===== src/rtl/core/dynamic_partition_allocator_macros.svh =====
// Assertion macros for the partition allocator.
`ifndef DYNAMIC_PARTITION_ALLOCATOR_MACROS_SVH
`define DYNAMIC_PARTITION_ALLOCATOR_MACROS_SVH

// Same-cycle implication.
`define DPA_ASSERT_IMP(lbl, clk, rst, a, b) \
   lbl: assert property (@(posedge clk) disable iff (rst) (a) |-> (b)) \
      else $error("allocator assertion failed");

// Next-cycle implication.
`define DPA_ASSERT_NXT(lbl, clk, rst, a, b) \
   lbl: assert property (@(posedge clk) disable iff (rst) (a) |=> (b)) \
      else $error("allocator assertion failed");

`endif


===== src/rtl/core/dpa_pkg.sv =====
// Package: types, codes and constants of the partition allocator.
package dpa_pkg;
   localparam int BLOCK_ENTRIES = 16;
   localparam int HOLE_ENTRIES  = BLOCK_ENTRIES + 1;
   localparam int BIDX_W = $clog2(BLOCK_ENTRIES);
   localparam int HIDX_W = $clog2(HOLE_ENTRIES + 1);
   localparam int BCNT_W = $clog2(BLOCK_ENTRIES + 1);
   localparam int ADDR_W = 16;
   localparam int PADDR_W = 4;
   localparam logic [15:0] TOTAL_RESET = 16'd1024;
   localparam logic [15:0] MIN_RESET   = 16'd10;

   localparam logic CMD_ALLOC = 1'b0;
   localparam logic CMD_FREE  = 1'b1;

   localparam logic [2:0] ST_OK       = 3'd0;
   localparam logic [2:0] ST_NO_SPACE = 3'd1;
   localparam logic [2:0] ST_NO_PID   = 3'd2;
   localparam logic [2:0] ST_FULL     = 3'd3;
   localparam logic [2:0] ST_RELOC    = 3'd4;

   localparam logic [1:0] FIT_FIRST = 2'd0;
   localparam logic [1:0] FIT_BEST  = 2'd1;
   localparam logic [1:0] FIT_WORST = 2'd2;

   localparam logic [1:0] REG_TOTAL = 2'd0;
   localparam logic [1:0] REG_FIT   = 2'd1;
   localparam logic [1:0] REG_MIN   = 2'd2;

   typedef struct packed {
      logic        command;
      logic [15:0] alloc_size;
      logic [15:0] target_pid;
   } req_type;

   typedef struct packed {
      logic [15:0] block_pid;
      logic [15:0] start_address;
      logic [15:0] granted_size;
      logic [2:0]  status;
      logic        last;
   } rsp_type;

   typedef struct packed {
      logic [15:0] total_size;
      logic [1:0]  fit_mode;
      logic [15:0] min_remnant;
      logic        clear;
   } cfg_type;

   function automatic rsp_type make_rsp(logic [15:0] pid, logic [15:0] st,
                                        logic [15:0] sz, logic [2:0] code,
                                        logic lst);
      rsp_type r;
      r.block_pid = pid;
      r.start_address = st;
      r.granted_size = sz;
      r.status = code;
      r.last = lst;
      return r;
   endfunction
endpackage


===== src/rtl/core/dynamic_partition_allocator.sv =====
// Top level: variable-partition allocator with fit search, compaction and free.
//  channel | ports                          | handshake
//  request | start, busy, req_data          | taken when start and not busy
//  result  | rsp_strobe, rsp_data           | one-cycle strobe, no back-pressure
//  config  | psel penable pwrite paddr ...  | APB write, pready tied high
// Allocate: scan the holes, decide, and compact when no single hole is large enough.
// Free: find the block, remove it, return its hole; one hole or block entry per cycle.
// Reset and a total_size write: no blocks, one hole over all memory (none if zero).
// busy also stays high for the cycle after a total_size write.
// Results leave one per cycle from an output register; the receiver cannot stall.
`include "dynamic_partition_allocator_macros.svh"
module dynamic_partition_allocator (
   input  logic                        clock,
   input  logic                        reset,
   input  logic                        start,
   output logic                        busy,
   input  dpa_pkg::req_type            req_data,
   output logic                        rsp_strobe,
   output dpa_pkg::rsp_type            rsp_data,
   input  logic                        psel,
   input  logic                        penable,
   input  logic                        pwrite,
   input  logic [dpa_pkg::PADDR_W-1:0] paddr,
   input  logic [31:0]                 pwdata,
   output logic [31:0]                 prdata,
   output logic                        pready
);
   import dpa_pkg::*;

   typedef enum logic [6:0] {
      S_IDLE    = 7'b0000001,
      S_SCAN    = 7'b0000010,
      S_DECIDE  = 7'b0000100,
      S_COMPACT = 7'b0001000,
      S_FSCAN   = 7'b0010000,
      S_FREM    = 7'b0100000,
      S_FPOS    = 7'b1000000
   } state_type;

   cfg_type cfg;

   state_type   state_ff;
   logic [15:0] req_ff, tp_ff, pid_ff;
   logic [HIDX_W-1:0] idx_ff, sel_ff, hcnt_ff;
   logic        sel_ok_ff;
   logic [15:0] sel_size_ff, sel_start_ff, sum_ff, addr_ff;
   logic [BCNT_W-1:0] bj_ff, bcnt_ff;
   logic [BIDX_W-1:0] fk_ff;
   logic [15:0] fs_ff, fl_ff, pv_start_ff, pv_size_ff;
   logic        rsp_strobe_ff;
   rsp_type     rsp_ff;

   logic [15:0] hs_ff [HOLE_ENTRIES];
   logic [15:0] hz_ff [HOLE_ENTRIES];
   logic [15:0] bo_ff [BLOCK_ENTRIES];
   logic [15:0] bs_ff [BLOCK_ENTRIES];
   logic [15:0] bl_ff [BLOCK_ENTRIES];

   logic        accept, first_fit, at_end, scan_hit, stop, m_next, m_prev;
   logic [15:0] cur_hs, cur_hz, rem, pid_nx, pv_end;
   logic [HIDX_W-1:0] pm;
   logic [BCNT_W-1:0] bj_m1;
   logic [BIDX_W-1:0] bk, bw;

   dpa_csr u_csr (
      .clock  (clock),
      .reset  (reset),
      .psel   (psel),
      .penable(penable),
      .pwrite (pwrite),
      .paddr  (paddr),
      .pwdata (pwdata),
      .prdata (prdata),
      .cfg    (cfg)
   );

   assign pready = 1'b1;
   assign busy = (state_ff != S_IDLE) || cfg.clear;
   assign accept = start & ~busy;
   assign first_fit = (cfg.fit_mode != FIT_BEST) && (cfg.fit_mode != FIT_WORST);
   assign at_end = (idx_ff == hcnt_ff);
   assign cur_hs = at_end ? 16'd0 : hs_ff[idx_ff];
   assign cur_hz = at_end ? 16'd0 : hz_ff[idx_ff];
   assign scan_hit = !at_end && (cur_hz >= req_ff);
   assign bj_m1 = bj_ff - BCNT_W'(1);
   assign bk = bj_m1[BIDX_W-1:0];
   assign bw = bcnt_ff[BIDX_W-1:0];
   assign pid_nx = pid_ff + 16'd1;
   assign pm = idx_ff - HIDX_W'(1);
   assign pv_end = pv_start_ff + pv_size_ff;
   assign stop = at_end || !(cur_hs < fs_ff);
   assign m_next = !at_end && ((fs_ff + fl_ff) == cur_hs);
   assign m_prev = (idx_ff != '0) && (pv_end == fs_ff);
   assign rem = (state_ff == S_COMPACT) ? (sum_ff - req_ff) : (sel_size_ff - req_ff);

   // sequencer
   always_ff @(posedge clock) begin
      if (reset) begin
         state_ff <= S_IDLE;
         pid_ff <= 16'd0;
         rsp_strobe_ff <= 1'b0;
         hcnt_ff <= HIDX_W'(1);
         bcnt_ff <= '0;
      end else begin
         rsp_strobe_ff <= 1'b0;
         if (cfg.clear) begin
            hcnt_ff <= (cfg.total_size != 16'd0) ? HIDX_W'(1) : '0;
            bcnt_ff <= '0;
         end
         case (state_ff)
            S_IDLE: begin
               if (accept) begin
                  req_ff <= req_data.alloc_size;
                  tp_ff <= req_data.target_pid;
                  idx_ff <= '0;
                  sel_ok_ff <= 1'b0;
                  sum_ff <= 16'd0;
                  bj_ff <= bcnt_ff;
                  if (req_data.command == CMD_FREE) begin
                     state_ff <= S_FSCAN;
                  end else if (req_data.alloc_size == 16'd0) begin
                     rsp_strobe_ff <= 1'b1;
                     rsp_ff <= make_rsp(16'd0, 16'd0, 16'd0, ST_NO_SPACE, 1'b1);
                  end else if (bcnt_ff >= BCNT_W'(BLOCK_ENTRIES)) begin
                     rsp_strobe_ff <= 1'b1;
                     rsp_ff <= make_rsp(16'd0, 16'd0, 16'd0, ST_FULL, 1'b1);
                  end else begin
                     pid_ff <= pid_nx;
                     state_ff <= S_SCAN;
                  end
               end
            end
            S_SCAN: begin
               if (at_end) begin
                  state_ff <= S_DECIDE;
               end else begin
                  sum_ff <= sum_ff + cur_hz;
                  idx_ff <= idx_ff + HIDX_W'(1);
                  if (scan_hit && (!sel_ok_ff
                        || (cfg.fit_mode == FIT_BEST && cur_hz < sel_size_ff)
                        || (cfg.fit_mode == FIT_WORST && cur_hz > sel_size_ff))) begin
                     sel_ok_ff <= 1'b1;
                     sel_ff <= idx_ff;
                     sel_size_ff <= cur_hz;
                     sel_start_ff <= cur_hs;
                  end
                  if (scan_hit && !sel_ok_ff && first_fit)
                     state_ff <= S_DECIDE;
               end
            end
            S_DECIDE: begin
               if (sel_ok_ff) begin
                  rsp_strobe_ff <= 1'b1;
                  bcnt_ff <= bcnt_ff + BCNT_W'(1);
                  state_ff <= S_IDLE;
                  if (rem != 16'd0 && rem >= cfg.min_remnant) begin
                     rsp_ff <= make_rsp(pid_ff, sel_start_ff, req_ff, ST_OK, 1'b1);
                  end else begin
                     rsp_ff <= make_rsp(pid_ff, sel_start_ff, sel_size_ff, ST_OK, 1'b1);
                     hcnt_ff <= hcnt_ff - HIDX_W'(1);
                  end
               end else if (sum_ff < req_ff) begin
                  rsp_strobe_ff <= 1'b1;
                  rsp_ff <= make_rsp(pid_ff, 16'd0, 16'd0, ST_NO_SPACE, 1'b1);
                  state_ff <= S_IDLE;
               end else begin
                  addr_ff <= 16'd0;
                  state_ff <= S_COMPACT;
               end
            end
            S_COMPACT: begin
               if (bj_ff == '0) begin
                  rsp_strobe_ff <= 1'b1;
                  bcnt_ff <= bcnt_ff + BCNT_W'(1);
                  state_ff <= S_IDLE;
                  if (rem != 16'd0 && rem >= cfg.min_remnant) begin
                     rsp_ff <= make_rsp(pid_ff, addr_ff, req_ff, ST_OK, 1'b1);
                     hcnt_ff <= HIDX_W'(1);
                  end else begin
                     rsp_ff <= make_rsp(pid_ff, addr_ff, sum_ff, ST_OK, 1'b1);
                     hcnt_ff <= '0;
                  end
               end else begin
                  if (bs_ff[bk] != addr_ff) begin
                     rsp_strobe_ff <= 1'b1;
                     rsp_ff <= make_rsp(bo_ff[bk], addr_ff, bl_ff[bk], ST_RELOC, 1'b0);
                  end
                  addr_ff <= addr_ff + bl_ff[bk];
                  bj_ff <= bj_m1;
               end
            end
            S_FSCAN: begin
               if (bj_ff == '0) begin
                  rsp_strobe_ff <= 1'b1;
                  rsp_ff <= make_rsp(tp_ff, 16'd0, 16'd0, ST_NO_PID, 1'b1);
                  state_ff <= S_IDLE;
               end else if (bo_ff[bk] == tp_ff) begin
                  fk_ff <= bk;
                  fs_ff <= bs_ff[bk];
                  fl_ff <= bl_ff[bk];
                  state_ff <= S_FREM;
               end else begin
                  bj_ff <= bj_m1;
               end
            end
            S_FREM: begin
               bcnt_ff <= bcnt_ff - BCNT_W'(1);
               pv_start_ff <= 16'd0;
               pv_size_ff <= 16'd0;
               state_ff <= S_FPOS;
            end
            S_FPOS: begin
               if (!stop) begin
                  pv_start_ff <= cur_hs;
                  pv_size_ff <= cur_hz;
                  idx_ff <= idx_ff + HIDX_W'(1);
               end else begin
                  rsp_strobe_ff <= 1'b1;
                  rsp_ff <= make_rsp(tp_ff, fs_ff, fl_ff, ST_OK, 1'b1);
                  state_ff <= S_IDLE;
                  if (m_prev && m_next)
                     hcnt_ff <= hcnt_ff - HIDX_W'(1);
                  else if (!m_prev && !m_next)
                     hcnt_ff <= hcnt_ff + HIDX_W'(1);
               end
            end
            default: state_ff <= S_IDLE;
         endcase
      end
   end

   // hole table
   always_ff @(posedge clock) begin
      if (reset || cfg.clear) begin
         hs_ff[0] <= 16'd0;
         hz_ff[0] <= reset ? TOTAL_RESET : cfg.total_size;
      end else begin
         case (state_ff)
            S_DECIDE: begin
               if (sel_ok_ff) begin
                  if (rem != 16'd0 && rem >= cfg.min_remnant) begin
                     hs_ff[sel_ff] <= sel_start_ff + req_ff;
                     hz_ff[sel_ff] <= rem;
                  end else begin
                     for (int i = 0; i < HOLE_ENTRIES - 1; i++) begin
                        if (HIDX_W'(i) >= sel_ff) begin
                           hs_ff[i] <= hs_ff[i+1];
                           hz_ff[i] <= hz_ff[i+1];
                        end
                     end
                  end
               end
            end
            S_COMPACT: begin
               if (bj_ff == '0) begin
                  hs_ff[0] <= addr_ff + req_ff;
                  hz_ff[0] <= rem;
               end
            end
            S_FPOS: begin
               if (stop) begin
                  if (m_prev && m_next) begin
                     hz_ff[pm] <= pv_size_ff + fl_ff + cur_hz;
                     for (int i = 0; i < HOLE_ENTRIES - 1; i++) begin
                        if (HIDX_W'(i) >= idx_ff) begin
                           hs_ff[i] <= hs_ff[i+1];
                           hz_ff[i] <= hz_ff[i+1];
                        end
                     end
                  end else if (m_prev) begin
                     hz_ff[pm] <= pv_size_ff + fl_ff;
                  end else if (m_next) begin
                     hs_ff[idx_ff] <= fs_ff;
                     hz_ff[idx_ff] <= cur_hz + fl_ff;
                  end else begin
                     for (int i = 1; i < HOLE_ENTRIES; i++) begin
                        if (HIDX_W'(i) > idx_ff) begin
                           hs_ff[i] <= hs_ff[i-1];
                           hz_ff[i] <= hz_ff[i-1];
                        end
                     end
                     hs_ff[idx_ff] <= fs_ff;
                     hz_ff[idx_ff] <= fl_ff;
                  end
               end
            end
            default: ;
         endcase
      end
   end

   // block table
   always_ff @(posedge clock) begin
      case (state_ff)
         S_DECIDE: begin
            if (sel_ok_ff) begin
               bo_ff[bw] <= pid_ff;
               bs_ff[bw] <= sel_start_ff;
               bl_ff[bw] <= (rem != 16'd0 && rem >= cfg.min_remnant) ? req_ff : sel_size_ff;
            end
         end
         S_COMPACT: begin
            if (bj_ff == '0) begin
               bo_ff[bw] <= pid_ff;
               bs_ff[bw] <= addr_ff;
               bl_ff[bw] <= (rem != 16'd0 && rem >= cfg.min_remnant) ? req_ff : sum_ff;
            end else begin
               bs_ff[bk] <= addr_ff;
            end
         end
         S_FREM: begin
            for (int i = 0; i < BLOCK_ENTRIES - 1; i++) begin
               if (BIDX_W'(i) >= fk_ff) begin
                  bo_ff[i] <= bo_ff[i+1];
                  bs_ff[i] <= bs_ff[i+1];
                  bl_ff[i] <= bl_ff[i+1];
               end
            end
         end
         default: ;
      endcase
   end

   assign rsp_strobe = rsp_strobe_ff;
   assign rsp_data = rsp_ff;

   `DPA_ASSERT_IMP(a_reloc_not_last, clock, reset, rsp_strobe && !rsp_data.last, rsp_data.status == ST_RELOC)
   `DPA_ASSERT_IMP(a_hole_bound, clock, reset, state_ff == S_IDLE, hcnt_ff <= HIDX_W'(bcnt_ff) + HIDX_W'(1))
   `DPA_ASSERT_NXT(a_accept_progress, clock, reset, accept, busy || rsp_strobe)
endmodule


===== src/rtl/core/dpa_csr.sv =====
// Configuration registers of the partition allocator.
module dpa_csr (
   input  logic                        clock,
   input  logic                        reset,
   input  logic                        psel,
   input  logic                        penable,
   input  logic                        pwrite,
   input  logic [dpa_pkg::PADDR_W-1:0] paddr,
   input  logic [31:0]                 pwdata,
   output logic [31:0]                 prdata,
   output dpa_pkg::cfg_type            cfg
);
   import dpa_pkg::*;

   logic [15:0] total_ff;
   logic [1:0]  fit_ff;
   logic [15:0] min_ff;
   logic        clear_ff;
   logic        wr_en;
   logic [1:0]  ridx;

   assign wr_en = psel & penable & pwrite;
   assign ridx = paddr[3:2];

   always_ff @(posedge clock) begin
      if (reset) begin
         total_ff <= TOTAL_RESET;
         fit_ff <= FIT_FIRST;
         min_ff <= MIN_RESET;
         clear_ff <= 1'b0;
      end else begin
         clear_ff <= 1'b0;
         if (wr_en) begin
            case (ridx)
               REG_TOTAL: begin
                  total_ff <= pwdata[15:0];
                  clear_ff <= 1'b1;
               end
               REG_FIT: fit_ff <= pwdata[1:0];
               REG_MIN: min_ff <= pwdata[15:0];
               default: ;
            endcase
         end
      end
   end

   always_comb begin
      case (ridx)
         REG_TOTAL: prdata = {16'd0, total_ff};
         REG_FIT:   prdata = {30'd0, fit_ff};
         REG_MIN:   prdata = {16'd0, min_ff};
         default:   prdata = 32'd0;
      endcase
   end

   assign cfg.total_size = total_ff;
   assign cfg.fit_mode = fit_ff;
   assign cfg.min_remnant = min_ff;
   assign cfg.clear = clear_ff;
endmodule

===== config.mk =====
export PLATFORM = sky130hd
export DESIGN_NAME = dynamic_partition_allocator
export DESIGN_NICKNAME = d
export VERILOG_FILES = /design/src/rtl/core/dpa_pkg.sv /design/src/rtl/core/dynamic_partition_allocator.sv /design/src/rtl/core/dpa_csr.sv
export VERILOG_INCLUDE_DIRS = /design/src /design/src/rtl/core
export SDC_FILE = /design/constraint.sdc
export NUM_CORES = 2
export LEC_CHECK = 0
export BUFFER_PORTS_ARGS = -buffer_cell sky130_fd_sc_hd__buf_4
export CAP_MARGIN = 20
export CORE_MARGIN = 4
export CORE_UTILIZATION = 45
export DETAILED_ROUTE_END_ITERATION = 10
export PLACE_DENSITY = 0.67
export SLEW_MARGIN = 20
export SYNTH_ARGS = -nofsm -noshare
export SYNTH_HDL_FRONTEND = slang
export SYNTH_SLANG_ARGS = --single-unit

===== constraint.sdc =====
create_clock -name clock -period 18.39 [get_ports clock]
set_input_delay 3.678 -clock clock [delete_from_list [all_inputs] [get_ports clock]]
set_output_delay 3.678 -clock clock [all_outputs]
set_load 0.05 [all_outputs]

==> metrics.md <==
| Metric | Value |
|---|---|
| Rows | `183` |
| Total number of vias | `79,500` |
| Post-synth top area share | `53.9%` |
| Gpl congestion | `0.929` |
| Nets | `slightly above 9,000` |
| Fraction of registers with async set/reset | `0%` |
| Final ANT Viol Nets | `0` |
| Number of global-route vias before repair | `77,600` |
| Fin. Hold Viols | `0` |
| Area grow syn2layout | `11.0%` |
| Placed insts | `between 10,000 and 15,000` |
| Num Clock Sinks | `about 2,100` |
| Leak pwr | `0.0453 uW` |
| CTS Buf Count | `223` |
| Ys flop type | `edfxtp_1` |
| Cell with the most instances after synthesis | `edfxtp_1` |
| Max_cap viols | `0` |
| Layout Cells excl Fill | `about 12,000` |
| Max_slew headroom | `between 10% and 20%` |
| Initial core utilization | `45.3%` |
| Total wire length | `roughly 380 mm` |
| Seq/Total Area, Yosys | `55.2%` |
| Global-route wire length before repair | `542 mm` |
| Vias per inst | `6.42` |
| Worst path arrival time | `11.05 ns` |
| Slew Limit Fails | `0` |
| Crit-path max FO | `45` |
| Mapped Area | `approximately 110,000 sq um` |
| Post-CTS Hold Buffers | `0` |
| Post-layout min period | `10.53 ns` |
| Later-pin clock latency in the skew report | `0.90 ns` |
| Full die area | `259,000 sq um` |
| Worst Hold Class | `reg2reg` |
| Setup bufs post-CTS | `0` |
| DR WL/cell | `30.3 um` |
| Largest net degree at the start of global routing | `126` |
| Syn Area/Cell | `12.7 sq um` |
| # DRC | `0` |
| Maximum clock skew at final layout | `around 0.074 ns` |
| Setup CP Type | `reg2reg` |
| Final Util | `50.3%` |
| Largest area contributor in the netlist | `edfxtp_1` |
| Achievable Freq | `94.9 MHz` |
| RSZ-0062 raised after global routing | `no` |
| Global route overflow | `0` |
| FF+latch area | `62,300 sq um` |
| Clk root buf | `clkbuf_16` |
| Yosys reg bits | `2,098` |
| Post-synthesis cell type count | `110` |
| DPL Wire Length | `242 mm` |
| Top post-synthesis cells by count | `edfxtp_1 (2,024), nand2_1 (1,319), mux2i_1 (983)` |
| Fin crit share | `57.3%` |
| Post-Synthesis Cells | `a little under 9,000` |
| CORE AREA | `249,000 sq um` |
| Setup TNS | `0 ns` |
| Worst setup SP type | `register` |
| Synth top area cells | `edfxtp_1 (54%), mux4_2 (11%), mux2i_1 (8.7%)` |
| Pwr/cell area | `113 nW/um^2` |
| Worst-margin pin slew | `~1.3 ns` |
| Total power | `14,100 uW` |
| Total track usage | `approximately 28%` |
| Area of the multi-input gates | `47,300 sq um` |
| Input/output buffers | `approximately 130` |
| Synth Warn # | `0` |
| Status | `finished clean` |
| Initial DRC Count | `between 10,000 and 15,000` |
| Drt first pass iters | `8` |
| Die Width | `509 um` |
| CTS tree | `built` |
| Longest Clk Path Bufs | `3` |
| VDD IR-drop max | `between 0.0001 and 0.00015 V` |
| Share of layout cells above drive strength 1 | `16.7%` |
| Initial antenna violation count | `11` |
| Crit path required time | `18.91 ns` |
| H-Tree Depth | `4` |
| Critical path capture point type | `register` |
| Die Height | `509 um` |
| Worst hold slack | `0.473 ns` |
| Clock-pin slew on the worst setup and hold paths | `0.06 ns` |
| IO Count | `162` |
| CTS resizes | `0` |
| Setup Viol. Count Final | `0` |
| Fill count | `21,200` |
| Post-synth EDFFs | `2,024` |
-- layout by cell type (no fill, tap or decap), drive strengths merged, types with 25 or more instances in the layout --
master,count
a221oi,28
nor3,95
clkinv,96
nor4,27
clkbuf,277
nand4,31
a31oi,44
nand2,1330
or3,30
a21oi,532
nor2b,43
bufinv,27
inv,270
mux4,526
o21ai,442
ha,244
nand3,69
mux2i,984
buf,385
dfxtp,74
o211ai,25
edfxtp,2024
xnor2,137
a222oi,47
o21a,32
a21o,83
mux2,53
nand2b,32
xor2,84
nor2,626
-- path summary, 6_finish.rpt --
kind	slack [ns]	depth (start not counted)	startpoint	endpoint
worst max-delay path	7.86	22	register	hs_ff[9][14]
worst min-delay path	0.47	2	u_csr.min_ff[10]	u_csr.min_ff[10]
worst max register to register	7.86	22	register	hs_ff[9][14]
worst min register to register	0.47	2	u_csr.min_ff[10]	u_csr.min_ff[10]
-- report_power, final --
part / total [uW] / internal [uW] / switching [uW]
clock network: 4670 / 2680 / 1990
registers: 5510 / 5400 / 108
logic: 3960 / 1540 / 2410
total: 14100 / 9630 / 4510
-- critical path, stage by stage, from the launching register on --
cell       delay [ns]
dfxtp_4          0.97
buf_4            0.85
buf_4            0.80
mux4_2           0.37
o22ai_1          0.10
nor4_1           0.90
nand2_1          0.54
inv_1            0.21
ha_1             0.17
nand3_1          0.13
nor3_1           0.43
o21ai_0          0.24
o2111ai_1        0.22
a41oi_2          0.21
nor3_2           0.22
buf_4            0.43
and2_2           0.24
and2_1           0.61
nand2b_2         0.36
o21ba_2          0.33
buf_4            0.68
a221oi_2         0.10
nand2_1          0.87
-- metal layers --
metal	up-vias	share of wire (%)	GRT usage, %
li1	33500	-	-
met1	39700	37	37.8
met2	5313	45	44.0
met3	1067	11	6.07
met4	10	6.3	15.0
met5	-	0.017	0
-- through the flow --
step / setup WS [ns] / area [sq um]
global route: 7.47 / 125000
global placement: 7.90 / 118000
finish: 7.86 / 125000
CTS: 8.10 / 125000
floorplan: 8.04 / 113000
detailed placement: 8.09 / 118000
-- final cells by class --
| type | count | area share (%) |
|---|---|---|
| sequential | 2098 | 49.7 |
| inverter | 262 | 0.788 |
| timing repair buffer | 385 | 2.35 |
| clock inverter | 139 | 1.22 |
| tap | 3330 | 3.33 |
| multi-input combinational | 5898 | 37.8 |
| antenna | 5 | 0.00999 |
| clock buffer | 277 | 4.76 |
-- cell families after synthesis --
| logic type | after synthesis | share of synthesized area, % |
|---|---|---|
| compound gates | 1439 | 7.79 |
| xor+xnor | 224 | 1.78 |
| fa+ha+maj | 255 | 2.90 |
| buf+inv | 896 | 3.48 |
| flops | 2098 | 55.2 |
| mux | 1563 | 19.8 |
| other cells | 2 | 0.00666 |
| simple gates | 2400 | 9.05 |
-- state kept, by name, summed over array words and instances, names as in the netlist, 7 cells and up, named ones only --
signal          count
hs_ff             512
hz_ff             512
bl_ff             256
bo_ff             256
bs_ff             256
rsp_data           52
addr_ff            16
fl_ff              16
fs_ff              16
pid_ff             16
pv_size_ff         16
pv_start_ff        16
req_ff             16
sel_size_ff        16
sel_start_ff       16
sum_ff             16
tp_ff              16
u_csr.min_ff       16
u_csr.total_ff     16
state_ff            7
Power figures use the tool's default switching activity.
